## config.mk

```make
export PLATFORM = sky130hd
export DESIGN_NAME = prime_field_alu
export DESIGN_NICKNAME = d
export VERILOG_FILES = /design/src/rtl/pfa_pkg.sv /design/src/rtl/pfa_modstep.sv /design/src/rtl/pfa_seq.sv /design/src/rtl/prime_field_alu.sv
export SDC_FILE = /design/constraint.sdc
export NUM_CORES = 1
export LEC_CHECK = 0
export BUFFER_PORTS_ARGS = -buffer_cell sky130_fd_sc_hd__clkbuf_2
export CORE_MARGIN = 4
export CORE_UTILIZATION = 55
export CTS_CLUSTER_SIZE = 14
export DETAILED_ROUTE_END_ITERATION = 8
export PLACE_DENSITY = 0.75
export SLEW_MARGIN = 20
export SYNTH_ARGS = -nofsm -noshare
export SYNTH_HDL_FRONTEND = slang
export SYNTH_SLANG_ARGS = --single-unit
```

## constraint.sdc

```tcl
create_clock -name aclk -period 12.05 [get_ports aclk]
set_input_delay 0 -clock aclk [delete_from_list [all_inputs] [get_ports aclk]]
set_output_delay 0 -clock aclk [all_outputs]
set_load 0.01 [all_outputs]
```

## src/rtl/pfa_pkg.sv

```systemverilog
// shared types and constants of the prime field arithmetic unit
`timescale 1ns / 1ps

package pfa_pkg;

    // fixed field widths
    localparam int ACT_BITS = 3;
    localparam int EXP_BITS = 63;

    // modulus after reset
    localparam logic [63:0] MOD_RESET_VALUE = 64'd998244353;

    // action codes, the codes five to seven mean nothing
    typedef enum logic [ACT_BITS-1:0] {
        ACT_ADD = 3'd0,
        ACT_SUB = 3'd1,
        ACT_MUL = 3'd2,
        ACT_POW = 3'd3,
        ACT_INV = 3'd4
    } action_t;

    // sequencer states
    typedef enum logic [8:0] {
        ST_IDLE     = 9'b0_0000_0001,
        ST_RED_A    = 9'b0_0000_0010,
        ST_RED_B    = 9'b0_0000_0100,
        ST_DISPATCH = 9'b0_0000_1000,
        ST_MUL_AB   = 9'b0_0001_0000,
        ST_POW_TEST = 9'b0_0010_0000,
        ST_MUL_RES  = 9'b0_0100_0000,
        ST_MUL_SQ   = 9'b0_1000_0000,
        ST_DONE     = 9'b1_0000_0000
    } seq_state_t;

    // control of one modular step: double the accumulator, add the addend
    typedef struct packed {
        logic dbl;
        logic add_en;
    } step_ctrl_t;

endpackage

```

## src/rtl/pfa_modstep.sv

```systemverilog
// shared modular step unit: (2*acc or acc) plus optional addend, reduced mod m
`timescale 1ns / 1ps

module pfa_modstep #(
    parameter int MOD_BITS = 31
) (
    input  logic [MOD_BITS-1:0] acc,
    input  logic [MOD_BITS-1:0] addend,
    input  logic [MOD_BITS-1:0] modulus,
    input  pfa_pkg::step_ctrl_t ctrl,
    output logic [MOD_BITS-1:0] result
);
    import pfa_pkg::*;

    logic [MOD_BITS:0] mod_ext;
    logic [MOD_BITS:0] dbl_val;
    logic [MOD_BITS:0] dbl_red;
    logic [MOD_BITS:0] sum_val;
    logic [MOD_BITS:0] sum_red;

    assign mod_ext = {1'b0, modulus};

    // optional doubling, then one conditional subtract
    always_comb begin
        dbl_val = ctrl.dbl ? {acc, 1'b0} : {1'b0, acc};
        dbl_red = (dbl_val >= mod_ext) ? dbl_val - mod_ext : dbl_val;
    end

    // optional add, then one conditional subtract
    always_comb begin
        sum_val = dbl_red + (ctrl.add_en ? {1'b0, addend} : '0);
        sum_red = (sum_val >= mod_ext) ? sum_val - mod_ext : sum_val;
    end

    assign result = sum_red[MOD_BITS-1:0];

endmodule

```

## src/rtl/pfa_seq.sv

```systemverilog
// sequencer and operand registers driving the shared modular step unit
`timescale 1ns / 1ps

module pfa_seq #(
    parameter int MOD_BITS = 31
) (
    input  logic                               aclk,
    input  logic                               aresetn,
    input  logic                               s_valid,
    output logic                               s_ready,
    input  logic [pfa_pkg::ACT_BITS-1:0]       s_action,
    input  logic [MOD_BITS-1:0]                s_operand_a,
    input  logic [MOD_BITS-1:0]                s_operand_b,
    input  logic [pfa_pkg::EXP_BITS-1:0]       s_exponent,
    input  logic [MOD_BITS-1:0]                modulus,
    output logic [MOD_BITS-1:0]                step_acc,
    output logic [MOD_BITS-1:0]                step_addend,
    output pfa_pkg::step_ctrl_t                step_ctrl,
    input  logic [MOD_BITS-1:0]                step_result,
    output logic                               done_valid,
    output logic [MOD_BITS-1:0]                done_result,
    input  logic                               out_free
);
    import pfa_pkg::*;

    localparam int CNT_W = (MOD_BITS > 1) ? $clog2(MOD_BITS) : 1;
    localparam logic [CNT_W-1:0] CNT_LAST = CNT_W'(MOD_BITS - 1);

    seq_state_t             state_reg, state_next;
    action_t                act_reg, act_next;
    logic [MOD_BITS-1:0]    a_reg, a_next;
    logic [MOD_BITS-1:0]    b_reg, b_next;
    logic [MOD_BITS-1:0]    res_reg, res_next;
    logic [EXP_BITS-1:0]    e_reg, e_next;
    logic [MOD_BITS-1:0]    mc_reg, mc_next;
    logic [MOD_BITS-1:0]    ml_reg, ml_next;
    logic [MOD_BITS-1:0]    p_reg, p_next;
    logic [CNT_W-1:0]       cnt_reg, cnt_next;

    logic                   loop_last;
    logic                   mod_ok;
    logic [MOD_BITS-1:0]    mod_minus_b;

    assign loop_last   = (cnt_reg == '0);
    assign mod_ok      = (modulus >= MOD_BITS'(2));
    assign mod_minus_b = modulus - b_reg;
    assign s_ready     = (state_reg == ST_IDLE);
    assign done_valid  = (state_reg == ST_DONE);
    assign done_result = res_reg;

    // step unit operands: bit-serial loop, or a single add in dispatch
    always_comb begin
        step_acc       = p_reg;
        step_addend    = mc_reg;
        step_ctrl.dbl  = 1'b1;
        step_ctrl.add_en = ml_reg[MOD_BITS-1];
        if (state_reg == ST_DISPATCH) begin
            step_acc         = a_reg;
            step_addend      = (act_reg == ACT_SUB) ? mod_minus_b : b_reg;
            step_ctrl.dbl    = 1'b0;
            step_ctrl.add_en = 1'b1;
        end
    end

    // next state and datapath
    always_comb begin
        state_next = state_reg;
        act_next   = act_reg;
        a_next     = a_reg;
        b_next     = b_reg;
        res_next   = res_reg;
        e_next     = e_reg;
        mc_next    = mc_reg;
        ml_next    = ml_reg;
        p_next     = p_reg;
        cnt_next   = cnt_reg;

        case (state_reg)
            ST_IDLE: begin
                if (s_valid) begin
                    act_next = action_t'(s_action);
                    b_next   = s_operand_b;
                    e_next   = s_exponent;
                    // reduce operand a: shift its bits in, addend one
                    ml_next  = s_operand_a;
                    mc_next  = MOD_BITS'(1);
                    p_next   = '0;
                    cnt_next = CNT_LAST;
                    res_next = '0;
                    state_next = mod_ok ? ST_RED_A : ST_DONE;
                end
            end
            ST_RED_A: begin
                p_next   = step_result;
                ml_next  = ml_reg << 1;
                cnt_next = cnt_reg - CNT_W'(1);
                if (loop_last) begin
                    a_next   = step_result;
                    ml_next  = b_reg;
                    p_next   = '0;
                    cnt_next = CNT_LAST;
                    state_next = ST_RED_B;
                end
            end
            ST_RED_B: begin
                p_next   = step_result;
                ml_next  = ml_reg << 1;
                cnt_next = cnt_reg - CNT_W'(1);
                if (loop_last) begin
                    b_next     = step_result;
                    state_next = ST_DISPATCH;
                end
            end
            ST_DISPATCH: begin
                case (act_reg)
                    ACT_ADD, ACT_SUB: begin
                        res_next   = step_result;
                        state_next = ST_DONE;
                    end
                    ACT_MUL: begin
                        mc_next  = a_reg;
                        ml_next  = b_reg;
                        p_next   = '0;
                        cnt_next = CNT_LAST;
                        state_next = ST_MUL_AB;
                    end
                    ACT_POW: begin
                        res_next   = MOD_BITS'(1);
                        state_next = ST_POW_TEST;
                    end
                    ACT_INV: begin
                        if (a_reg == '0) begin
                            res_next   = '0;
                            state_next = ST_DONE;
                        end else begin
                            res_next   = MOD_BITS'(1);
                            e_next     = EXP_BITS'(modulus - MOD_BITS'(2));
                            state_next = ST_POW_TEST;
                        end
                    end
                    default: begin
                        res_next   = '0;
                        state_next = ST_DONE;
                    end
                endcase
            end
            ST_MUL_AB: begin
                p_next   = step_result;
                ml_next  = ml_reg << 1;
                cnt_next = cnt_reg - CNT_W'(1);
                if (loop_last) begin
                    res_next   = step_result;
                    state_next = ST_DONE;
                end
            end
            ST_POW_TEST: begin
                p_next   = '0;
                cnt_next = CNT_LAST;
                mc_next  = a_reg;
                if (e_reg == '0) begin
                    state_next = ST_DONE;
                end else if (e_reg[0]) begin
                    ml_next    = res_reg;
                    state_next = ST_MUL_RES;
                end else begin
                    ml_next    = a_reg;
                    state_next = ST_MUL_SQ;
                end
            end
            ST_MUL_RES: begin
                p_next   = step_result;
                ml_next  = ml_reg << 1;
                cnt_next = cnt_reg - CNT_W'(1);
                if (loop_last) begin
                    res_next = step_result;
                    if (e_reg[EXP_BITS-1:1] == '0) begin
                        // last exponent bit, the square is not needed
                        state_next = ST_DONE;
                    end else begin
                        mc_next  = a_reg;
                        ml_next  = a_reg;
                        p_next   = '0;
                        cnt_next = CNT_LAST;
                        state_next = ST_MUL_SQ;
                    end
                end
            end
            ST_MUL_SQ: begin
                p_next   = step_result;
                ml_next  = ml_reg << 1;
                cnt_next = cnt_reg - CNT_W'(1);
                if (loop_last) begin
                    a_next     = step_result;
                    e_next     = e_reg >> 1;
                    state_next = ST_POW_TEST;
                end
            end
            ST_DONE: begin
                if (out_free) begin
                    state_next = ST_IDLE;
                end
            end
            default: begin
                state_next = ST_IDLE;
            end
        endcase
    end

    // control state
    always_ff @(posedge aclk) begin
        if (!aresetn) begin
            state_reg <= ST_IDLE;
        end else begin
            state_reg <= state_next;
        end
    end

    // operand and loop registers
    always_ff @(posedge aclk) begin
        act_reg <= act_next;
        a_reg   <= a_next;
        b_reg   <= b_next;
        res_reg <= res_next;
        e_reg   <= e_next;
        mc_reg  <= mc_next;
        ml_reg  <= ml_next;
        p_reg   <= p_next;
        cnt_reg <= cnt_next;
    end

endmodule

```

## src/rtl/prime_field_alu.sv

```systemverilog
// top level of the prime field arithmetic unit
//
//  channel  | handshake              | payload
//  ---------+------------------------+------------------------------------------
//  input    | s_valid / s_ready      | s_action, s_operand_a, s_operand_b,
//           |                        | s_exponent
//  result   | m_valid / m_ready      | m_result
//  config   | cfg_valid / cfg_ready  | cfg_modulus
//
// every multiply is bit serial on one modular step unit.
// both operands are first reduced mod the modulus bit serially; then add/sub finish in
// dispatch, multiply runs one multiply; power and inverse pass dispatch, then for each
// exponent bit up to the top set bit test it, multiply the result in when the bit is
// set and square the base, the top bit skipping its square.
// s_ready is high only in idle; one transaction is in work at a time.
// a finished result sits in an output register; the unit waits if it is taken late.
// synchronous active-low reset loads the modulus with 998244353.
`timescale 1ns / 1ps

module prime_field_alu #(
    parameter int MOD_BITS = 31
) (
    input  logic                           aclk,
    input  logic                           aresetn,
    input  logic                           s_valid,
    output logic                           s_ready,
    input  logic [pfa_pkg::ACT_BITS-1:0]   s_action,
    input  logic [MOD_BITS-1:0]            s_operand_a,
    input  logic [MOD_BITS-1:0]            s_operand_b,
    input  logic [pfa_pkg::EXP_BITS-1:0]   s_exponent,
    output logic                           m_valid,
    input  logic                           m_ready,
    output logic [MOD_BITS-1:0]            m_result,
    input  logic                           cfg_valid,
    output logic                           cfg_ready,
    input  logic [MOD_BITS-1:0]            cfg_modulus
);
    import pfa_pkg::*;

    localparam logic [MOD_BITS-1:0] MOD_RESET = MOD_BITS'(MOD_RESET_VALUE);

    logic [MOD_BITS-1:0] modulus_reg;
    logic                m_valid_reg;
    logic [MOD_BITS-1:0] m_result_reg;

    logic [MOD_BITS-1:0] step_acc;
    logic [MOD_BITS-1:0] step_addend;
    step_ctrl_t          step_ctrl;
    logic [MOD_BITS-1:0] step_result;
    logic                done_valid;
    logic [MOD_BITS-1:0] done_result;
    logic                out_free;

    // modulus register, writable at any time
    assign cfg_ready = 1'b1;

    always_ff @(posedge aclk) begin
        if (!aresetn) begin
            modulus_reg <= MOD_RESET;
        end else if (cfg_valid && cfg_ready) begin
            modulus_reg <= cfg_modulus;
        end
    end

    // sequencer
    pfa_seq #(
        .MOD_BITS (MOD_BITS)
    ) u_seq (
        .aclk        (aclk),
        .aresetn     (aresetn),
        .s_valid     (s_valid),
        .s_ready     (s_ready),
        .s_action    (s_action),
        .s_operand_a (s_operand_a),
        .s_operand_b (s_operand_b),
        .s_exponent  (s_exponent),
        .modulus     (modulus_reg),
        .step_acc    (step_acc),
        .step_addend (step_addend),
        .step_ctrl   (step_ctrl),
        .step_result (step_result),
        .done_valid  (done_valid),
        .done_result (done_result),
        .out_free    (out_free)
    );

    // shared modular step unit
    pfa_modstep #(
        .MOD_BITS (MOD_BITS)
    ) u_modstep (
        .acc     (step_acc),
        .addend  (step_addend),
        .modulus (modulus_reg),
        .ctrl    (step_ctrl),
        .result  (step_result)
    );

    // output register
    assign out_free = !m_valid_reg || m_ready;

    always_ff @(posedge aclk) begin
        if (!aresetn) begin
            m_valid_reg <= 1'b0;
        end else if (done_valid && out_free) begin
            m_valid_reg <= 1'b1;
        end else if (m_ready) begin
            m_valid_reg <= 1'b0;
        end
    end

    always_ff @(posedge aclk) begin
        if (done_valid && out_free) begin
            m_result_reg <= done_result;
        end
    end

    assign m_valid  = m_valid_reg;
    assign m_result = m_result_reg;

    // results stay inside the field
    a_result_in_range: assert property (@(posedge aclk) disable iff (!aresetn)
        m_valid |-> (m_result < modulus_reg) || (modulus_reg < MOD_BITS'(2)))
        else $error("result not reduced below modulus");

    // an accepted transaction keeps the unit busy for the next cycle
    a_busy_after_accept: assert property (@(posedge aclk) disable iff (!aresetn)
        s_valid && s_ready |=> !s_ready)
        else $error("input accepted while previous transaction in work");

    // a new result is only loaded when the previous one has been taken
    a_no_overwrite: assert property (@(posedge aclk) disable iff (!aresetn)
        m_valid && !m_ready |=> m_valid && $stable(m_result))
        else $error("pending result overwritten");

endmodule
```

# Word level (Yosys, flattened, before mapping)
# Index checks and enable logic that the tools add are counted.
# Widths: inputs -> output; s select.
[op_classes]
n_lt_le_gt_ge = 3
reduce_logical = 27
multipliers = 0
n_eq_ne = 27
n_addsub = 6
div_mod_pow = 0
bitwise = 0
muxes = 60
shift = 0
[ops]
columns = ["operator", "n"]
rows = [
  ["$mux 31", 23],
  ["$pmux 31 s6", 2],
  ["$mux 63", 4],
  ["$pmux 31 s4", 2],
  ["$pmux 63 s3", 1],
  ["$mux 9", 11],
  ["$pmux 31 s3", 1],
  ["$pmux 9 s9", 1],
  ["$ge 32x31->1", 2],
  ["$mux 32", 2],
  ["$logic_not 63->1", 1],
  ["$logic_not 62->1", 1],
  ["$pmux 31 s2", 1],
  ["$sub 31x31->31", 2],
  ["$add 32x31->32", 1],
  ["$sub 31x2->32 const B", 1],
  ["$sub 32x31->32", 1],
  ["$ge 31x2->1 const B", 1],
  ["$logic_not 31->1", 1],
  ["$pmux 5 s6", 1],
  ["$pmux 9 s3", 1],
  ["$mux 5", 5],
  ["$ne 2x1->1 const B", 7],
  ["$ne 2x2->1 const B", 7],
  ["32 further kinds", 43],
]
[totals]
n_memories = 0
ff_bits = 329
latchBits = 0
rom_bits = 0
ram_bits = 0
wordCells = 136

# Longest topological paths before layout
# Gate-level depths: netlist of run 1.
[depth]
ltp_word = 11
depth_mapped = 41

# By module
# Synthesis of run 1 repeated with hierarchy kept, for this count alone.
[unflattened]
hier_cells = 2395
area_unflattened_um2 = 22794.4
[by_module_without_submodules]
columns = ["mod", "n_inst", "seq_area_each_um2", "cells_per_inst", "area_per_inst_um2"]
rows = [
  ["pfa_seq", 1, 7897.6, 1427, 14626.5],
  ["pfa_modstep", 1, 0.0, 830, 5992.0],
  ["prime_field_alu", 1, 1571.5, 138, 2175.8],
]

# Worst setup path after synthesis of run 1
# No wires, ideal clock.
[synth_timing]
path_type = "register -> register"
start = "reg u_seq.state_reg[8]"
end = "reg u_seq.b_reg[18] (data pin)"
period_less_slack_ns = 8.374
stages_incl_launch_ff = 39
t_arrival_ns = 8.107
path_slack_ns = 3.676
n_path_buf = 6
cell_sequence = "dfxtp_1 nor4_2 and2_1 and3_1 clkbuf_1 clkbuf_1 nand2_1 ha_1 fa_1 nor2b_1 o2111ai_1 nand3_1 a21oi_1 o211ai_4 clkbuf_1 clkbuf_1 a21oi_1 ha_1 (+3 left out) a21o_1 a211oi_1 nor2_1 o41ai_1 xnor2_1 ha_1 a211oi_1 o21ai_0 a211oi_1 o41ai_1 a21oi_1 o22ai_1 a311o_1 or2_1 clkbuf_1 buf_4 mux2i_1 o21ai_1"
[synth_between]
elab_chain_len = 10
[synth_lines]
columns = ["item", "line_no", "rtl"]
rows = [
  ["from (decl)", "pfa_seq.sv:29", "seq_state_t state_reg, state_next;"],
  ["from (signal assigned)", "pfa_seq.sv:214", "state_reg <= state_next;"],
  ["$eq 9x4->1", "pfa_seq.sv:57", "if (state_reg == ST_DISPATCH) begin"],
  ["$mux 31 / $mux 2 (equally long branches)", "pfa_seq.sv:57", ""],
  ["$mux 32", "pfa_modstep.sv:25", "dbl_val = ctrl.dbl ? {acc, 1'b0} : {1'b0, acc};"],
  ["$sub 32x31->32 / $ge 32x31->1 (equally long branches)", "pfa_modstep.sv:26", "dbl_red = (dbl_val >= mod_ext) ? dbl_val - mod_ext : dbl_val;"],
  ["$mux 32", "pfa_modstep.sv:26", ""],
  ["$add 32x31->32", "pfa_modstep.sv:31", "sum_val = dbl_red + (ctrl.add_en ? {1'b0, addend} : '0);"],
  ["$sub 31x31->31 / $ge 32x31->1 (equally long branches)", "pfa_modstep.sv:32", "sum_red = (sum_val >= mod_ext) ? sum_val - mod_ext : sum_val;"],
  ["$mux 31", "pfa_modstep.sv:32", ""],
  ["$mux 31", "pfa_seq.sv:109", "if (loop_last) begin"],
  ["$pmux 31 s2 *", "pfa_seq.sv:78", "case (state_reg)"],
  ["named net u_seq.b_next[18]", "pfa_seq.sv:32", "logic [MOD_BITS-1:0] b_reg, b_next;"],
  ["to (signal assigned)", "pfa_seq.sv:222", "b_reg <= b_next;"],
  ["to (decl)", "pfa_seq.sv:32", ""],
]
# Mark *: on every way through the listed nets, which the timed path passes. The rest lies on a longest branch. The select of a mux whose other input is x is not followed.
# A chain may end at the register's enable or synchronous reset.

# Final worst setup path of run 1
[layout_timing]
start = "reg u_seq.state_reg[8]"
end = "reg u_seq.res_reg[21], in the netlist u_seq.done_result[21] (data pin)"
[layout_between]
elab_chain_len = 10
[layout_lines]
columns = ["item", "line_no", "rtl"]
rows = [
  ["$eq 9x4->1", "pfa_seq.sv:57, pfa_seq.sv:78", ""],
  ["$mux 31 / $mux 2 (equally long branches)", "pfa_seq.sv:57", ""],
  ["$mux 32", "pfa_modstep.sv:25", ""],
  ["$sub 32x31->32 / $ge 32x31->1 (equally long branches)", "pfa_modstep.sv:26", ""],
  ["$mux 32", "pfa_modstep.sv:26", ""],
  ["$add 32x31->32", "pfa_modstep.sv:31", ""],
  ["$sub 31x31->31 / $ge 32x31->1 (equally long branches)", "pfa_modstep.sv:32", ""],
  ["$mux 31", "pfa_modstep.sv:32", ""],
  ["$pmux 31 s4 / $mux 31 (equally long branches)", "pfa_seq.sv:115, pfa_seq.sv:151, pfa_seq.sv:174", ""],
  ["$pmux 31 s3 *", "pfa_seq.sv:78", ""],
  ["named net u_seq.res_next[21]", "pfa_seq.sv:33", "logic [MOD_BITS-1:0] res_reg, res_next;"],
  ["to (signal assigned)", "pfa_seq.sv:223", "res_reg <= res_next;"],
  ["to (decl)", "pfa_seq.sv:33", ""],
]
# Marks and branches as above.

==> results of run 1 <==
## routing by layer
layer | share of wire | vias to the layer above | global-route usage | wire length, um
li1 | - | 9220 | - | -
met1 | 0.36 | 9552 | 0.411 | 28100
met2 | 0.50 | 953 | 0.626 | 38900
met3 | 0.061 | 264 | 0.0444 | 4790
met4 | 0.083 | 2 | 0.246 | 6480
met5 | 0.00015 | - | 0 | 12
## per-stage QoR
step	power, W	hold slack [ns]	cells
2_1_floorplan	0.00421	0.0989	2308
3_3_place_gp	0.00508	0.182	2938
4_1_cts	0.00639	0.133	3172
6_report	0.00646	0.169	3173
3_5_place_dp	0.00513	0.179	2938
5_1_grt	0.00685	0.181	3173
## final cells by class
cell class                 count  area, um^2  share of cell area
multi-input combinational   1738       11400               0.437
timing repair buffer         389        2890               0.110
sequential                   329        9470               0.361
tap                          518         648              0.0247
clock buffer                  40         958              0.0366
inverter                     134         503              0.0192
clock inverter                25         289              0.0110
## cell families (layout without fill, tap and decap cells)
| kind of cell | Yosys count | count (layout) | share of synthesized area |
|---|---|---|---|
| AND/OR/NAND/NOR | 785 | 785 | 0.168 |
| AO/OA/AOI/OAI | 625 | 625 | 0.194 |
| flip-flops | 329 | 329 | 0.436 |
| buffers and inverters | 241 | 588 | 0.0428 |
| adder cells (fa/ha/maj) | 129 | 129 | 0.0756 |
| XOR/XNOR | 129 | 129 | 0.0520 |
| multiplexers | 69 | 69 | 0.0326 |
| other | 1 | 1 | 0.000172 |
## layout by cell type, fill, tap and decap left out, drive strengths merged, types with 11 or more instances in the layout
cell type,Yosys,layout
and2,39,39
dfxtp,41,41
nor3,45,45
ha,125,125
and3,11,11
xnor2,99,99
nor2,238,238
mux2i,57,57
buf,16,25
a222oi,31,31
a221o,39,39
a22oi,52,52
dlygate4sd3,0,169
edfxtp,288,288
a31oi,13,13
nand3,61,61
a211oi,25,25
mux2,12,12
nor4,37,37
o21bai,12,12
clkinv,0,19
a21oi,158,158
o21a,25,25
nand2b,27,27
xor2,30,30
clkbuf,91,235
a21o,45,45
o31ai,11,11
inv,134,133
nor2b,13,13
nand2,243,243
nand4,29,29
o21ai,135,135
o211ai,21,21
## how the worst max path moves through the flow
stage | endpoint | slack [ns] | depth (start not counted)
finish | u_seq.done_result[21]$_DFFE_PP_ | 1.84 | 37
global route | u_seq.done_result[21]$_DFFE_PP_ | 1.16 | 37
CTS | u_seq.done_result[21]$_DFFE_PP_ | 1.93 | 37
detailed placement | u_seq.b_reg[3]$_DFFE_PP_ | 2.07 | 37
global placement | u_seq.done_result[25]$_DFFE_PP_ | 2.24 | 37
floorplan | u_seq.b_reg[18]$_DFFE_PP_ | 3.68 | 38
## power breakdown
part	internal, W	leakage, nW	switching (W)
combinational	0.00135	7.25	0.00231
clock	0.000705	0.608	0.000484
sequential	0.00152	3.11	0.0000943
==> reports/qor.txt, run 1 <==
post-synthesis instance total: 2308
sum of buffers and inverters on the critical path: 3
routability-driven placement congestion ratio: 0.992
I/O Buffers: 196
post-route antenna net violation count: 0
post-route setup slack: 1.84 ns
critical path fanouts, max: 44
number of buffers created by CTS: 37
cell type with the largest total area after synthesis: edfxtp_1
endpoint required time on the critical path: 12.30 ns
total wire length after detailed routing: 78200 um
proportion of layout cells with a drive suffix above 1: 0.121
Detailed Route Iter0 Violations: 2301
sum of net half-perimeters after detailed placement: 56600 um
per-cell via count in the routed design: 6.30
clock tree from TritonCTS: built
final setup fails: 0
nature of the critical path endpoint: flip-flop
top area cells in the synthesized netlist: edfxtp_1 (40%), ha_1 (7.2%), nand2_1 (4.2%)
share of async-settable or async-resettable flops after synthesis: 0
worst min path class: input port to flip-flop
Avg Cell Area, Syn: 9.42 um^2
number of cell rows: 72
cell at the root of the clock tree: clkbuf_16
Arrival @ worst endpoint: 10.46 ns
Area after DPL: 23200 um^2
io pins: 198
setup repair after global routing missed its margin: false
total number of vias: 20000
worst-margin pin slew: 1.11 ns
Synth Net Count: 2601
Starting Density: 0.560
Cell Pwr Density: 247 nW/um^2
prevailing post-synth register cell: edfxtp_1
clock sink count: 329
Clock Pin Slew Worst Setup and Hold Paths: 0.06 ns
slew margin rel.: 0.256
count of yosys warnings during synthesis: 0
maximum resistive drop on vdd: 0.000243 V
sequential share of the synthesized area: 0.436
Net count, final: 2922
reg2reg path depth: 37
status: completed
final count of hold timing violations: 0
Post CTS Setup Buffer Count: 0
most frequent cell after synthesis: edfxtp_1
startpoint type of the worst setup path: flip-flop
Clock Skews: 0.0190 ns
Max clock buf depth: 3
number of global-route vias before repair: 19700
area growth from synthesis to layout: 20.5%
number of enable flip-flop cells after synthesis: 288
total non-filler cell area in the finished layout: 26200 um^2
startpoint of the lowest-slack hold path: s_action[2]
slowest CP cell: o41ai_1
quantity of hold-fixing buffers added after cts: 169
area of the core region: 38800 um^2
utilization after layout: 0.675
delay of the slowest cell on the worst path: 0.85 ns
final critical-path share of the clock period: 0.848
Largest register FFs: 63
leakage component of the power: 11.0 nW
cell seen most often among critical-path stages: a21oi_1
number of maximum-capacitance violations: 0
final critical path time including I/O delays and setup: 10.21 ns
initial antenna violation count: 1
CTS H-Tree Depth: 2
final setup TNS: 0 ns
RR Endpoint: u_seq.done_result[21]$_DFFE_PP_
Overall Global Routing Usage: 0.359
remaining global-route overflow: 0
mapped cell area: 21700 um^2
crit-path leading delay family: simple AND/OR/NAND/NOR gates
flip-flop and latch count after synthesis: 329
antenna cell count: 0
number of fillers in the final layout: 3055
average detailed-routed wire length per instance: 24.7 um
first-pass GRT wire length: 115000 um
Setup crit start: u_seq.state_reg[8]$_SDFFE_PN0P_
remaining design rule violation count: 0
worst hold path endpoint: u_seq.act_reg[2]$_DFFE_PP_
Unique masters post-synth: 81
Fmax: 0.0979 GHz
worst hold stages: 2
Final Max Tran Viols: 0
worst setup path category: flip-flop to flip-flop
maximum number of pins on one net before global-route repair: 123
Die Width: 207 um
cell types with the highest counts after synthesis: edfxtp_1 (288), nand2_1 (242), nor2_1 (238)
Die Footprint: 42800 um^2
pre-CTS WS: 2.07 ns
Yosys top cell area share: 0.398
flop2flop setup slack: 1.84 ns
first-pass iteration count of the detailed router: 7
launch point of the worst reg-to-reg path: u_seq.state_reg[8]$_SDFFE_PN0P_
Die Y: 207 um
clock latency reported for the late side of the worst-skew pair: 0.56 ns
quantity of gates resized following cts: 0
(Power assumes the default switching activity.)
==> run 2, diff against run 1 <==
clock period = 9.7 ns   (was 12.05 ns; I/O delays follow)
==> reports/qor.txt, run 2 (synthesis results as in run 1) <==
Area after DPL: 23300 um^2 (+0.19%)
clock tree from TritonCTS: built
Cell Pwr Density: 309 nW/um^2 (+25%)
total power: 0.00812 W (+26%)
Starting Density: 0.560 (unchanged)
number of global-route vias before repair: 19800 (+0.65%)
switching power as a share of total power: 0.455 (+0.00830)
number of maximum-capacitance violations: 0 (unchanged)
final critical-path share of the clock period: 0.947 (+0.0992)
clock sink count: 329 (unchanged)
pre-CTS WS: 0.217 ns (-1.85 ns)
startpoint of the lowest-slack hold path: s_action[2]
endpoint required time on the critical path: 9.96 ns (-2.34 ns)
post-route setup slack: 0.516 ns (-1.32 ns)
Die Width: 207 um (unchanged)
total internal power: 0.00443 W (+24%)
worst min path class: input port to flip-flop
switching power total: 0.00369 W (+28%)
sum of net half-perimeters after detailed placement: 56800 um (+0.33%)
final setup fails: 0 (unchanged)
utilization after layout: 0.677 (+0.00242)
Clock Skews: 0.0195 ns (+0.000566 ns)
routability-driven placement congestion ratio: 0.981 (-1.1%)
total wire length after detailed routing: 79500 um (+1.7%)
remaining design rule violation count: 0 (unchanged)
final critical path time including I/O delays and setup: 9.18 ns (-1.03 ns)
sum of buffers and inverters on the critical path: 3 (unchanged)
proportion of layout cells with a drive suffix above 1: 0.129 (+0.00893)
worst-margin pin slew: 1.16 ns (+0.0519 ns)
Die Footprint: 42800 um^2 (unchanged)
clock latency reported for the late side of the worst-skew pair: 0.57 ns (about the same)
Setup crit start: u_seq.state_reg[8]$_SDFFE_PN0P_
Fmax: 0.109 GHz (+11%)
portion of total power attributed to the clock network: 0.169 (-0.015)
number of cell rows: 72 (unchanged)
nature of the critical path endpoint: flip-flop
Arrival @ worst endpoint: 9.44 ns (-1.02 ns)
critical path fanouts, max: 31 (-30%)
cell at the root of the clock tree: clkbuf_16
Largest register FFs: 63 (unchanged)
Overall Global Routing Usage: 0.360 (+0.00149)
average detailed-routed wire length per instance: 25.0 um (+1.3%)
maximum number of pins on one net before global-route repair: 65 (-47%)
delay of the slowest cell on the worst path: 0.54 ns (-0.31 ns)
maximum resistive drop on vdd: 0.000311 V (+28%)
post-route antenna net violation count: 0 (unchanged)
area of the core region: 38800 um^2 (unchanged)
slew margin rel.: 0.222 (-0.0347)
part of the total power dissipated in sequential elements: 0.246 (-0.004)
initial antenna violation count: 1 (unchanged)
Max clock buf depth: 3 (unchanged)
Detailed Route Iter0 Violations: 2165 (-5.9%)
final setup TNS: 0 ns (unchanged)
combinational power share: 0.585 (+0.019)
Clock Pin Slew Worst Setup and Hold Paths: 0.07 ns (about the same)
slowest CP cell: a211oi_1
leakage component of the power: 10.9 nW (-0.16%)
first-pass iteration count of the detailed router: 6 (-1)
most used cells in the layout excluding fill and tap cells: edfxtp_1 (288), nand2_1 (242), nor2_1 (235), clkbuf_2 (195), dlygate4sd3_1 (169)
worst setup path category: flip-flop to flip-flop
number of buffers created by CTS: 36 (-2.7%)
area growth from synthesis to layout: 20.9%
CTS H-Tree Depth: 2 (unchanged)
first-pass GRT wire length: 116000 um (+0.88%)
leading cell type in the layout, fill and taps excluded: edfxtp_1
status: completed
remaining global-route overflow: 0 (unchanged)
crit-path leading delay family: compound AO/OA/AOI/OAI gates
per-cell via count in the routed design: 6.34 (+0.63%)
I/O Buffers: 196 (unchanged)
Die Y: 207 um (unchanged)
Net count, final: 2931 (+0.31%)
startpoint type of the worst setup path: flip-flop
total number of vias: 20200 (+1.0%)
total non-filler cell area in the finished layout: 26300 um^2 (+0.36%)
Final Max Tran Viols: 0 (unchanged)
launch point of the worst reg-to-reg path: u_seq.state_reg[8]$_SDFFE_PN0P_
io pins: 198 (unchanged)
final count of hold timing violations: 0 (unchanged)
[run 2: cell count changes in the layout (fill, tap and decap cells not counted), sizes merged]
cell | before | now
diode | 0 | 2
clkbuf | 235 | 242
o211ai | 21 | 22
buf | 25 | 34
inv | 133 | 136
clkinv | 19 | 11
clkinvlp | 1 | 3
bufinv | 6 | 2
[run 2: timing repair]
| item | 4_1_cts | 5_1_grt |
|---|---|---|
| buffers inserted | 0 | 4 |
| endpoints found under the setup margin | 0 | 124 |
| gates resized for setup | 0 | 25 |
| hold endpoints to repair | 167 | 0 |
| hold buffers | 169 | 0 |
[run 2: per-stage QoR]
| step | cells | hold slack [ns] |
|---|---|---|
| floorplan | 2308 | 0.0989 |
| global placement | 2943 | 0.186 |
| detailed placement | 2943 | 0.182 |
| CTS | 3177 | 0.148 |
| global route | 3184 | 0.158 |
| finish | 3185 | 0.159 |
[run 2: power groups by stage]
stage               combinational, W  clock (W)  sequential (W)
floorplan                    0.00325          0         0.00198
global placement             0.00429          0         0.00201
detailed placement           0.00436          0         0.00202
CTS                          0.00446    0.00137         0.00199
global route                 0.00513    0.00144         0.00201
finish                       0.00475    0.00137         0.00200
[run 2: cell type report]
class                           count  area, um^2
Antenna cell                        2        5.00
Clock buffer                       47         962
Clock inverter                     18         180
Fill cell                        3046       12500
Inverter                          134         503
Multi-Input combinational cell   1739       11600
Sequential cell                   329        9470
Tap cell                          518         648
Timing Repair Buffer              398        2970
[run 2: final timing paths]
path,slack (ns),endpoint,cells after the start
max reg2reg,0.52,u_seq.done_result[26]$_DFFE_PP_,37
min,0.16,u_seq.act_reg[2]$_DFFE_PP_,2
max,0.52,u_seq.done_result[26]$_DFFE_PP_,37
min reg2reg,0.45,m_result[14]$_DFFE_PP_,0
[run 2: metal layers]
metal | part of all wire | wire length [um] | up-vias | track usage
met1 | 0.35 | 28100 | 9593 | 0.411
li1 | - | - | 9252 | -
met3 | 0.069 | 5470 | 300 | 0.0523
met5 | 0 | 0 | - | 0
met4 | 0.083 | 6590 | 0 | 0.241
met2 | 0.49 | 39300 | 1048 | 0.628
[run 2: worst register-to-register path: cells and delay by family, from the launching register on]
| family | cells | cell delay (ns) |
|---|---|---|
| buffers and inverters | 3 | 0.68 |
| and+or+nand+nor | 11 | 2.33 |
| adders and majority gates | 3 | 1.06 |
| DFF | 1 | 0.34 |
| AOI/OAI and AO/OA | 17 | 3.63 |
| xor gates and xnor gates | 1 | 0.18 |
| muxes | 2 | 0.65 |
==> run 3, diff against run 2 <==
ABC_AREA = 0   (was unset)
CTS_BUF_LIST = sky130_fd_sc_hd__clkbuf_8   (was unset)
REMOVE_ABC_BUFFERS = 1   (was unset)
==> reports/qor.txt, run 3 (synthesis results as in run 1) <==
Clock Pin Slew Worst Setup and Hold Paths: 0.06 ns (about the same)
number of cell rows: 72 (unchanged)
sum of net half-perimeters after detailed placement: 56100 um (-1.2%)
post-route antenna net violation count: 0 (unchanged)
Overall Global Routing Usage: 0.356 (-0.00392)
final count of hold timing violations: 0 (unchanged)
critical path fanouts, max: 18 (-42%)
total wire length after detailed routing: 79000 um (-0.65%)
sum of buffers and inverters on the critical path: 2 (-1)
Post CTS Setup Buffer Count: 0 (unchanged)
clock latency reported for the late side of the worst-skew pair: 0.66 ns (+0.09 ns)
Die Y: 207 um (unchanged)
crit-path leading delay family: compound AO/OA/AOI/OAI gates
first-pass GRT wire length: 116000 um (-0.49%)
first-pass iteration count of the detailed router: 9 (+3)
Die Width: 207 um (unchanged)
cell at the root of the clock tree: clkbuf_8
area growth from synthesis to layout: 20.6%
final setup TNS: 0 ns (unchanged)
initial antenna violation count: 1 (unchanged)
status: completed
worst-margin pin slew: 1.11 ns (-0.0522 ns)
sequential standard cell area: 9470 um^2 (unchanged)
cell seen most often among critical-path stages: a211oi_1
number of global-route vias before repair: 19800 (-0.24%)
total number of vias: 20700 (+2.3%)
area of combinational cells with multiple inputs: 11500 um^2 (-0.77%)
Final Max Tran Viols: 0 (unchanged)
number of maximum-capacitance violations: 0 (unchanged)
Die Footprint: 42800 um^2 (unchanged)
nature of the critical path endpoint: flip-flop
utilization after layout: 0.675 (-0.00200)
clock tree from TritonCTS: built
routability-driven placement congestion ratio: 0.994 (+1.4%)
final critical-path share of the clock period: 0.961 (+0.0139)
number of fillers in the final layout: 3040 (-0.20%)
number of buffers created by CTS: 56 (+56%)
Starting Density: 0.560 (unchanged)
maximum number of pins on one net before global-route repair: 67 (+3.1%)
setup repair after global routing missed its margin: false
per-cell via count in the routed design: 6.40 (+0.91%)
worst min path class: input port to flip-flop
io pins: 198 (unchanged)
remaining global-route overflow: 0 (unchanged)
delay of the slowest cell on the worst path: 0.47 ns (-0.07 ns)
leading cell type in the layout, fill and taps excluded: edfxtp_1
CTS H-Tree Depth: 2 (unchanged)
startpoint type of the worst setup path: flip-flop
leakage component of the power: 11.1 nW (+1.1%)
proportion of layout cells with a drive suffix above 1: 0.132 (+0.00297)
Arrival @ worst endpoint: 9.68 ns (+0.24 ns)
Detailed Route Iter0 Violations: 2913 (+35%)
Largest register FFs: 63 (unchanged)
Cell Pwr Density: 301 nW/um^2 (-2.5%)
Fmax: 0.107 GHz (-1.4%)
Max clock buf depth: 3 (unchanged)
clock sink count: 329 (unchanged)
area of the core region: 38800 um^2 (unchanged)
remaining design rule violation count: 0 (unchanged)
maximum resistive drop on vdd: 0.000366 V (+18%)
I/O Buffers: 196 (unchanged)
Net count, final: 2959 (+0.96%)
final critical path time including I/O delays and setup: 9.32 ns (+0.135 ns)
endpoint required time on the critical path: 10.06 ns (+0.10 ns)
Clock Skews: 0.0320 ns (+0.0125 ns)
most used cells in the layout excluding fill and tap cells: edfxtp_1 (288), nand2_1 (242), nor2_1 (235), clkbuf_2 (195), dlygate4sd3_1 (169)
average detailed-routed wire length per instance: 24.5 um (-2.0%)
slew margin rel.: 0.252 (+0.0297)
final setup fails: 0 (unchanged)
slowest CP cell: o21ai_1
worst setup path category: flip-flop to flip-flop
flop2flop setup slack: 0.38 ns (-0.14 ns)
[run 3: path summary, 6_finish.rpt]
| check | cells after the start | end | start |
|---|---|---|---|
| worst max register to register | 34 | u_seq.b_reg[1]$_DFFE_PP_ | u_seq.state_reg[8]$_SDFFE_PN0P_ |
| worst min register to register | 0 | m_result[30]$_DFFE_PP_ | u_seq.done_result[30]$_DFFE_PP_ |
| worst max-delay path | 34 | u_seq.b_reg[1]$_DFFE_PP_ | u_seq.state_reg[8]$_SDFFE_PN0P_ |
| worst min-delay path | 2 | u_seq.act_reg[0]$_DFFE_PP_ | s_action[0] |
[run 3: repair_timing]
action	in CTS	in global routing
hold endpoints to repair	181	0
hold buffers	169	0
resized for setup	0	7
setup endpoints to repair	0	124
[run 3: routing by layer]
metal	up-vias	global-route usage	share of wire
met5	-	0	0
met4	0	0.158	0.051
met3	241	0.0873	0.12
met2	1381	0.547	0.43
met1	9729	0.483	0.39
li1	9313	-	-
[run 3: cell type report]
cell class / count / share of cell area
Clock buffer: 60 / 0.0315
Sequential cell: 329 / 0.361
Antenna cell: 1 / 0.0000955
Inverter: 134 / 0.0192
Multi-Input combinational cell: 1738 / 0.437
Timing Repair Buffer: 407 / 0.115
Clock inverter: 43 / 0.0106
Tap cell: 518 / 0.0247
[run 3: where the power goes]
group | total [W] | switching [W] | leakage (nW) | internal (W)
combinational | 0.00463 | 0.00291 | 7.33 | 0.00172
sequential | 0.00200 | 0.000111 | 3.11 | 0.00189
clock | 0.00127 | 0.000594 | 0.631 | 0.000674
total | 0.00789 | 0.00362 | 11.1 | 0.00428
[run 3: per-stage QoR]
stage,cell area (um^2),worst slack (ns),cells,hold slack (ns),power [W]
2_1_floorplan,21300,-1.24,2201,0.0619,0.00520
3_3_place_gp,23400,0.501,2956,0.180,0.00632
3_5_place_dp,23400,0.277,2956,0.179,0.00641
4_1_cts,26200,0.220,3228,0.0659,0.00774
5_1_grt,26200,0.0271,3230,0.104,0.00838
6_report,26200,0.381,3230,0.0845,0.00789
